===== src/wsed_pkg.sv =====
`timescale 1ns / 1ps
`default_nettype none
package wsed_pkg;
	localparam int Window = 50;
	localparam int SoftSlots = 16;
	localparam int CntW = $clog2(Window + 1);
	localparam int SoftW = $clog2(SoftSlots + 1);

	typedef enum logic [1:0] {
		CLS_INIT     = 2'd0,
		CLS_STABLE   = 2'd1,
		CLS_SOFT     = 2'd2,
		CLS_UNSTABLE = 2'd3
	} load_class_t;

	typedef enum logic [1:0] {
		REG_STABLE = 2'd0,
		REG_SOFT   = 2'd1,
		REG_ACTION = 2'd2
	} reg_index_t;

	// Control from the sequencer to every window cell.
	typedef struct packed {
		logic shift;
		logic rotate;
	} cell_ctrl_t;

	typedef struct packed {
		logic signed [31:0] value;
		logic        [47:0] stamp;
	} cell_data_t;
endpackage
`default_nettype wire


===== src/wsed_cell.sv =====
`timescale 1ns / 1ps
`default_nettype none
// One window slot. A shift pushes the new sample in at the head of the chain;
// a rotate passes the oldest entry round from the tail so the window is walked.
module wsed_cell
	import wsed_pkg::*;
(
	input  wire        clk,
	input  cell_ctrl_t ctrl,
	input  cell_data_t din,
	output cell_data_t dout
);
	cell_data_t data_q;

	always_ff @(posedge clk) begin
		if (ctrl.shift || ctrl.rotate) begin
			data_q <= din;
		end
	end

	assign dout = data_q;
endmodule
`default_nettype wire


===== src/window_stability_event_detector_unit.sv =====
`timescale 1ns / 1ps
`default_nettype none
// Stability classifier over the last 50 weight samples. Samples are held in a
// chain of 50 cells. Once the window is full, each sample walks the window once
// through the chain, one entry per cycle, to find the largest neighbour gap and
// the sum. It then forms the mean (a reciprocal multiply built from two partial
// products, then the scaling), makes the class and event decisions and stores
// the sample. While the window fills, a sample skips the walk and the decisions
// and goes straight to the store step, which offers the result. The result
// waits in an output register and the next sample is taken only once that
// register is free, so a new sample is never taken while the previous one is
// still being worked on or its result is still waiting.
module window_stability_event_detector_unit
	import wsed_pkg::*;
(
	input  wire                clk,
	input  wire                arst_n,
	input  wire                cfg_we,
	input  wire [1:0]          cfg_index,
	input  wire [30:0]         cfg_data,
	input  wire                in_valid,
	output logic               in_stall,
	input  wire [47:0]         sample_time,
	input  wire signed [31:0]  sample_value,
	output logic               out_valid,
	input  wire                out_stall,
	output logic               class_changed,
	output logic [1:0]         load_class,
	output logic [47:0]        change_time,
	output logic               deposit_event,
	output logic signed [32:0] deposit_weight,
	output logic signed [32:0] visitor_weight,
	output logic               emptied_event,
	output logic [15:0]        deposit_count
);
	typedef enum logic [2:0] {
		ST_IDLE, ST_WALK, ST_DIV, ST_MUL, ST_MEAN, ST_DECIDE, ST_STORE
	} state_t;

	localparam int RecipShift = 44;
	localparam logic [39:0] Recip = 40'((64'd1 << RecipShift) / Window + 1);

	state_t                    state_q;
	logic [30:0]               stable_lim_q, soft_lim_q, action_lim_q;
	logic [CntW-1:0]           fill_q, walk_q;
	logic [1:0]                last_class_q;
	logic signed [31:0]        baseline_q, soft_peak_q;
	logic [SoftW-1:0]          soft_entries_q;
	logic [15:0]               deposits_q;
	logic [47:0]               t_q;
	logic signed [31:0]        v_q;
	logic signed [37:0]        sum_q;
	logic [32:0]               gap_q;
	logic signed [31:0]        prev_q;
	logic [47:0]               oldest_t_q;
	logic signed [31:0]        avg_q;
	logic [77:0]               prod_q;

	cell_ctrl_t                ctrl;
	cell_data_t                chain [Window+1];

	// Head of the chain: new sample on a shift, tail entry on a rotate.
	assign chain[0] = ctrl.shift ? cell_data_t'{value: v_q, stamp: t_q} : chain[Window];

	for (genvar g = 0; g < Window; g++) begin : g_cell
		wsed_cell u_cell (.clk(clk), .ctrl(ctrl), .din(chain[g]), .dout(chain[g+1]));
	end

	// Once the window is full and outside the walk, the tail of the chain (chain[Window]) holds the oldest entry.
	assign ctrl.rotate = (state_q == ST_WALK);
	assign ctrl.shift  = (state_q == ST_STORE);
	assign in_stall    = (state_q != ST_IDLE) || out_valid;

	logic signed [32:0] diff_w;
	logic [32:0]        absd;
	assign diff_w = 33'(prev_q) - 33'(chain[Window].value);
	assign absd   = diff_w[32] ? 33'(-diff_w) : diff_w;

	// Mean truncated toward zero via reciprocal multiply of the magnitude.
	// The product is built from two partial products on consecutive cycles.
	logic [37:0] mag;
	logic [37:0] quo;
	assign mag  = sum_q[37] ? 38'(-sum_q) : 38'(sum_q);
	assign quo  = 38'(prod_q >> RecipShift);

	logic [1:0]          cls;
	logic signed [33:0]  diff_b;
	logic signed [33:0]  action_s;
	logic signed [32:0]  peak;
	assign cls = (gap_q < {2'b0, stable_lim_q}) ? CLS_STABLE :
		(gap_q < {2'b0, soft_lim_q}) ? CLS_SOFT : CLS_UNSTABLE;
	assign diff_b   = 34'(avg_q) - 34'(baseline_q);
	assign action_s = $signed({3'b0, action_lim_q});
	assign peak = (soft_entries_q != '0 && !soft_peak_q[31]) ? 33'(soft_peak_q) : '0;

	always_ff @(posedge clk or negedge arst_n) begin
		if (!arst_n) begin
			state_q        <= ST_IDLE;
			stable_lim_q   <= 31'd100;
			soft_lim_q     <= 31'd1000;
			action_lim_q   <= 31'd500;
			fill_q         <= '0;
			walk_q         <= '0;
			last_class_q   <= CLS_INIT;
			baseline_q     <= '0;
			soft_peak_q    <= '0;
			soft_entries_q <= '0;
			deposits_q     <= '0;
			out_valid      <= 1'b0;
		end else begin
			if (cfg_we) begin
				unique case (cfg_index)
					REG_STABLE: stable_lim_q <= cfg_data;
					REG_SOFT:   soft_lim_q   <= cfg_data;
					REG_ACTION: action_lim_q <= cfg_data;
					default: ;
				endcase
			end
			if (out_valid && !out_stall) out_valid <= 1'b0;
			unique case (state_q)
				ST_IDLE: begin
					if (in_valid && !in_stall) begin
						t_q <= sample_time;
						v_q <= sample_value;
						class_changed  <= 1'b0;
						change_time    <= '0;
						deposit_event  <= 1'b0;
						deposit_weight <= '0;
						visitor_weight <= '0;
						emptied_event  <= 1'b0;
						sum_q  <= '0;
						gap_q  <= '0;
						walk_q <= '0;
						oldest_t_q <= chain[Window].stamp;
						prev_q <= chain[Window].value;
						state_q <= (fill_q == CntW'(Window)) ? ST_WALK : ST_STORE;
					end
				end
				ST_WALK: begin
					sum_q  <= sum_q + 38'(chain[Window].value);
					if (walk_q != '0 && gap_q < absd) gap_q <= absd;
					prev_q <= chain[Window].value;
					walk_q <= walk_q + 1'b1;
					if (walk_q == CntW'(Window - 1)) state_q <= ST_DIV;
				end
				ST_DIV: begin
					prod_q  <= 78'(mag) * 78'(Recip[19:0]);
					state_q <= ST_MUL;
				end
				ST_MUL: begin
					prod_q  <= prod_q + ((78'(mag) * 78'(Recip[39:20])) << 20);
					state_q <= ST_MEAN;
				end
				ST_MEAN: begin
					avg_q   <= sum_q[37] ? -32'(quo) : 32'(quo);
					state_q <= ST_DECIDE;
				end
				ST_DECIDE: begin
					if (cls != last_class_q) begin
						class_changed <= 1'b1;
						change_time   <= (last_class_q < cls) ? t_q : oldest_t_q;
						last_class_q  <= cls;
						if (cls == CLS_STABLE && last_class_q != CLS_INIT) begin
							if (diff_b > action_s) begin
								deposit_event  <= 1'b1;
								deposit_weight <= 33'(diff_b);
								visitor_weight <= peak - 33'(avg_q);
								deposits_q     <= deposits_q + 16'd1;
							end else if (diff_b < -action_s) begin
								emptied_event <= 1'b1;
								deposits_q    <= '0;
							end
							soft_entries_q <= '0;
							soft_peak_q    <= '0;
						end
						if (cls == CLS_SOFT) begin
							if (soft_entries_q + 1'b1 >= SoftW'(SoftSlots)) begin
								soft_entries_q <= '0;
								soft_peak_q    <= '0;
							end else begin
								soft_entries_q <= soft_entries_q + 1'b1;
								if (soft_entries_q == '0 || soft_peak_q < avg_q)
									soft_peak_q <= avg_q;
							end
						end
					end
					if (cls == CLS_STABLE) baseline_q <= avg_q;
					state_q <= ST_STORE;
				end
				ST_STORE: begin
					// The oldest entry falls off the tail when the window is full.
					if (fill_q != CntW'(Window)) fill_q <= fill_q + 1'b1;
					out_valid <= 1'b1;
					state_q   <= ST_IDLE;
				end
				default: state_q <= ST_IDLE;
			endcase
		end
	end

	assign load_class    = last_class_q;
	assign deposit_count = deposits_q;
endmodule
`default_nettype wire


===== config.mk =====
export PLATFORM = sky130hd
export DESIGN_NAME = window_stability_event_detector_unit
export DESIGN_NICKNAME = d
export VERILOG_FILES = /design/src/wsed_pkg.sv /design/src/wsed_cell.sv /design/src/window_stability_event_detector_unit.sv
export SDC_FILE = /design/constraint.sdc
export NUM_CORES = 2
export LEC_CHECK = 0
export BUFFER_PORTS_ARGS = -buffer_cell sky130_fd_sc_hd__buf_2
export CORE_MARGIN = 2
export CORE_UTILIZATION = 45
export DETAILED_ROUTE_END_ITERATION = 12
export PLACE_DENSITY = 0.67
export SYNTH_ARGS = -nofsm -noshare
export SYNTH_HDL_FRONTEND = slang
export SYNTH_HIERARCHICAL = 1
export SYNTH_SLANG_ARGS = --single-unit

===== constraint.sdc =====
create_clock -name clk -period 13.8 [get_ports clk]
set_input_delay 2.76 -clock clk [delete_from_list [all_inputs] [get_ports clk]]
set_output_delay 2.76 -clock clk [all_outputs]
set_load 0.01 [all_outputs]

# Word-level counts from Yosys, hierarchy flattened
# Index checks and enable logic that the tools add are counted.
# classes
mul	2
add_sub_neg	13
magnitude_cmp	8
mux	56
reduce_logical	42
n_eq_ne	22
# ops
op	count
$mux W33	10
$pmux W33 S2	3
$mux W32	6
$pmux W78 S2	1
$mux W48	3
$pmux W48 S2	1
$mux W80	1
$add A78 B77 Y78	1
$mux W38	2
$pmux W38 S2	1
$lt A33 B31 Y1	2
$sub A32 B32 Y33	2
$pmux W32 S2	1
$mul A38 B19 Y57 const B	1
$mul A38 B16 Y54 const B	1
$add A38 B32 Y38	1
$neg A38 Y38	1
$lt A33 B34 Y1	1
$neg A31 Y34	1
$gt A33 B32 Y1	1
$lt A33 B33 Y1	1
$neg A33 Y33	1
$sub A33 B32 Y33	1
$lt A32 B32 Y1	1
other kinds (39)	98
# totals
in_bits	118
regBits	4654
output_inout_bits	137

# Logic depth before layout (Yosys ltp)
# depth
ltp_word	9
depth_mapped	43

# Hierarchy
# Netlist, hierarchy kept.
# by_module_without_submodules
mod	cells_each	instances	seq_area_each_um2	area_per_inst_um2
wsed_cell	81	50	2402.3	2408.6
window_stability_event_detector_unit	6129	1	17925.9	58718.8

# Worst setup path after synthesis
# OpenSTA, ideal clock, no wires.
# synth_path
path_kind	flip-flop to flip-flop
startpoint	register sum_q[5]
endpoint	register prod_q[75] (data pin)
n_path_buf	0
arrival_ns	10.027
setup_time_ns	0.268
path_stages_with_launch	40
slack_ns	3.505
cell_sequence	edfxtp_1 or4_4 nor4_2 nand3b_1 inv_1 nand3_1 or3_1 o31ai_1 xor2_1 inv_1 ha_1 inv_1 fa_1 inv_1 fa_1 inv_1 fa_1 fa_1 [... 4 more ...] a21oi_1 o21ai_0 o31a_1 or4b_1 a31oi_1 xnor2_1 ha_1 a21o_1 a21o_1 a21o_1 a21o_1 a311oi_1 nor2_1 a211oi_1 o21ai_0 a41oi_1 nand3_1 nor3b_1
# synth_between
elab_chain_cells	5
# synth_lines
item	line_no	rtl
start, declared	window_stability_event_detector_unit.sv:52	logic signed [37:0] sum_q;
start signal, assigned	window_stability_event_detector_unit.sv:140	sum_q <= sum_q + 38'(chain[Window].value);
$neg A38 Y38	window_stability_event_detector_unit.sv:83	assign mag = sum_q[37] ? 38'(-sum_q) : 38'(sum_q);
$mux W38 *	window_stability_event_detector_unit.sv:83	
$mul A38 B16 Y54 *	window_stability_event_detector_unit.sv:151	prod_q <= prod_q + ((78'(mag) * 78'(Recip[39:20])) << 20);
$add A78 B77 Y78 *	window_stability_event_detector_unit.sv:151	
$pmux W78 S2 *	window_stability_event_detector_unit.sv:120	unique case (state_q)
end signal, assigned	window_stability_event_detector_unit.sv:147	prod_q <= 78'(mag) * 78'(Recip[19:0]);
end signal, assigned	window_stability_event_detector_unit.sv:151	
end, declared	window_stability_event_detector_unit.sv:57	logic [77:0] prod_q;
# Mark *: on every way between the ends. The rest lies on a longest branch, timed or not.
# A chain may end at the register's enable or synchronous reset.

# Worst setup path after layout
# layout_path
startpoint	register sum_q[4]
endpoint	register prod_q[72] (data pin)
# The elaborated chain is that of the path after synthesis.

==> reports/results.tsv <==
stage	metric	value	unit
outcome	outcome	complete, no violations	
clocking	postcts setup bufs	0	
worst_hold_path	Hold WC Path Type	reg -> reg	
logic_synthesis	Synth area leaders	edfxtp_1, ha_1, fa_1	
sta	hold slack	322	ps
critical_path	CP Max Fanout	9	
logic_synthesis	Async SR Flop Fraction	0.0423	
cells_and_area	fin nets	12100	
logic_synthesis	post-synthesis cell type count	99	
routing	DR vias	87100	
global_routing	gr busiest metal	met2	
critical_path	worst reg-to-reg path cell count	39	
worst_hold_path	hold-critical path depth	0	
logic_synthesis	most frequent cell after synthesis	edfxtp_1	
logic_synthesis	total of warnings raised by yosys	6	
sta	Worst Max-Slew Pin Slew	1390	ps
global_routing	Total GRT Usage	0.208	
placement	routability congestion estimate	0.940	
routing	1st-pass router iterations	5	
global_routing	largest net degree at the start of global routing	81	
logic_synthesis	post-synth top area share	0.743	
sta	final setup vio count	0	
clocking	Clock Latency Late Sink	1000	ps
die	I/O pin total	255	
die	Die X	635	um
global_routing	met2 Use GR	0.330	
clocking	clock buffer count from CTS	430	
sta	final hold vios	0	
die	Die Area	403000	um2
global_routing	vias in the first global route	88100	
routing	routed length per instance	25.7	um
critical_path	R2R Setup Slk	1680	ps
global_routing	met1 GRT Util	0.302	
sta	RSZ-0062 raised after global routing	false	
critical_path	crit path DAT	12770	ps
die	# rows	231	
clocking	Root Buffer	clkbuf_16	
logic_synthesis	post-synthesis compound-gate area fraction	0.0456	
die	Die Ht	635	um
sta	fin crit period	12120	ps
sta	relative slew slack	0.0641	
die	CORE AREA	396000	um2
logic_synthesis	Cell Area, Synth	179000	um2
logic_synthesis	#FFs+latches synth	4629	
critical_path	Buf+Inv Stages, Crit Path	4	
logic_synthesis	multiplexer share of the synthesized area	0.00503	
critical_path	Worst setup EP type	flip-flop	
logic_synthesis	Synth Area in Simple Gates	0.0426	
logic_synthesis	Syn Nets	11400	
critical_path	Crit Path Category	reg -> reg	
die	Initial Util	0.452	
flow_run	Max Cap Viol	0	
critical_path	maximum single-stage delay on the critical path	940	ps
global_routing	global-route wire length before repair	611	mm
global_routing	initial antenna violation count	40	
routing	DRT iter0 DRCs	8844	
worst_hold_path	Min-Delay Startpoint	g_cell[47].u_cell/dout[46]	
placement	Port-buffer cells	254	
global_routing	met3 Use GR	0.0291	
global_routing	Overflow after GRT	0	
cells_and_area	Util after Layout	0.509	
logic_synthesis	largest area contributor in the netlist	edfxtp_1	
sta	max-slew violations	0	
sta	FMAX	82.5	MHz
sta	Clock Skews	115	ps
clocking	Clock H-tree levels	5	
cells_and_area	layout cells sized above 1	0.106	
critical_path	most used cell, CP	fa_1	
logic_synthesis	XOR/XNOR share of the synthesized area	0.0191	
clocking	Clk pin slew, worst setup/hold paths	70	ps
critical_path	Worst setup SP type	flip-flop	
clocking	CTS tree	built	
routing	DR vias/cell	5.29	
routing	Total Wirelength	424	mm
clocking	clk sinks	4629	
sta	Final period util	0.878	
logic_synthesis	dominant synthesized flop cell	edfxtp_1	
logic_synthesis	largest family of logic cells by synthesized area	adder cells	
logic_synthesis	Mapped Cells	10200	
worst_hold_path	Worst Hold Path EP	g_cell[48].u_cell/dout[46]	
logic_synthesis	Post-synth EDFFs	4433	
cells_and_area	Layout area overhead	12.4	%
logic_synthesis	Post-Synth Adder-Cell Area	0.0936	
logic_synthesis	Mapped Avg Cell Area	17.6	um2
critical_path	reg2reg end	prod_q[72]	
logic_synthesis	sequential area share after synthesis	0.771	
logic_synthesis	Synth top cells by count	edfxtp_1, inv_1, ha_1	
critical_path	Worst Path Required	14450	ps
critical_path	Reg2Reg Launch Point	sum_q[4]	
placement	hpwl dp	293	mm
clocking	Clock Tree Buf Depth	4	
routing	post-route ant nets	0	
routing	DRC Markers	0	
sta	Fin Setup TNS	0	ps
clocking	CTS resizes	0	
clocking	Hold Buf Count CTS	0	
critical_path	Worst path slowest cell	xor2_1	
critical_path	delay-heaviest family, CP	simple AND/OR/NAND/NOR gates	
==> cells in the final DEF (no fill, tap or decap), types with 81 or more instances in the layout <==
cell type,Yosys,final
and2_1,87,86
buf_2,4,253
fa_1,383,383
dfrtp_1,181,181
clkbuf_16,0,435
nor2_1,349,347
a21o_1,209,208
edfxtp_1,4433,4433
inv_1,975,974
xor2_1,144,137
nand3_1,82,81
clkinv_1,4,109
nand2_1,543,542
clkbuf_1,123,100
xnor2_1,243,240
a21oi_1,347,345
o21ai_0,300,299
ha_1,728,728
buf_4,1,125
==> worst register-to-register path, delay by kind of cell (launching register included) <==
family / cells / cell delay, ps
simple gates: 16 / 3800
compound gates: 8 / 2220
flops: 1 / 480
buf+inv: 4 / 240
fa+ha+maj: 8 / 3680
xor+xnor: 3 / 1390
==> how the worst max path moves through the flow <==
stage          cells after the start      from    endpoint
2_1_floorplan                     39  sum_q[5]  prod_q[75]
3_3_place_gp                      39  sum_q[5]  prod_q[72]
3_5_place_dp                      39  sum_q[4]  prod_q[72]
4_1_cts                           39  sum_q[4]  prod_q[72]
5_1_grt                           39  sum_q[4]  prod_q[72]
6_report                          39  sum_q[4]  prod_q[72]
==> final cells by class <==
type	count	area, um2
fill	31500	195000
sequential	4629	138000
multi-input combinational	4430	37200
clock buffer	537	11300
tap	5242	6560
inverter	980	3680
clock inverter	253	2340
timing repair buffer	379	2220
antenna	24	60.1
==> cell families after synthesis <==
kind of cell	Yosys count
mux	82
compound gates	1269
buf+inv	1120
flops	4629
fa+ha+maj	1111
other cells	1
simple gates	1578
xor+xnor	389
==> per-layer routing <==
| metal | vias to the layer above | share of wire |
|---|---|---|
| li1 | 38900 | - |
| met4 | 6 | 0.030 |
| met2 | 3066 | 0.46 |
| met3 | 503 | 0.065 |
| met1 | 44600 | 0.44 |
| met5 | - | 0.000097 |
==> sequential cells by signal, indices dropped and copies added (netlist names), 33 cells and up <==
register	count
prod_q	53
sum_q	38
change_time	48
gap_q	33
oldest_t_q	48
deposit_weight	33
g_cell.u_cell/dout	4000
visitor_weight	33
t_q	48
==> through the flow <==
step,instances,setup slack [ps],cell area [um2]
2_1_floorplan,10200,3510,179000
3_3_place_gp,15700,1800,188000
3_5_place_dp,15700,1870,188000
4_1_cts,16500,1780,201000
5_1_grt,16500,1030,201000
6_report,16500,1680,201000
Power is not shown: default switching activity piles up to over one toggle a cycle in this logic, so the estimate is an artifact.
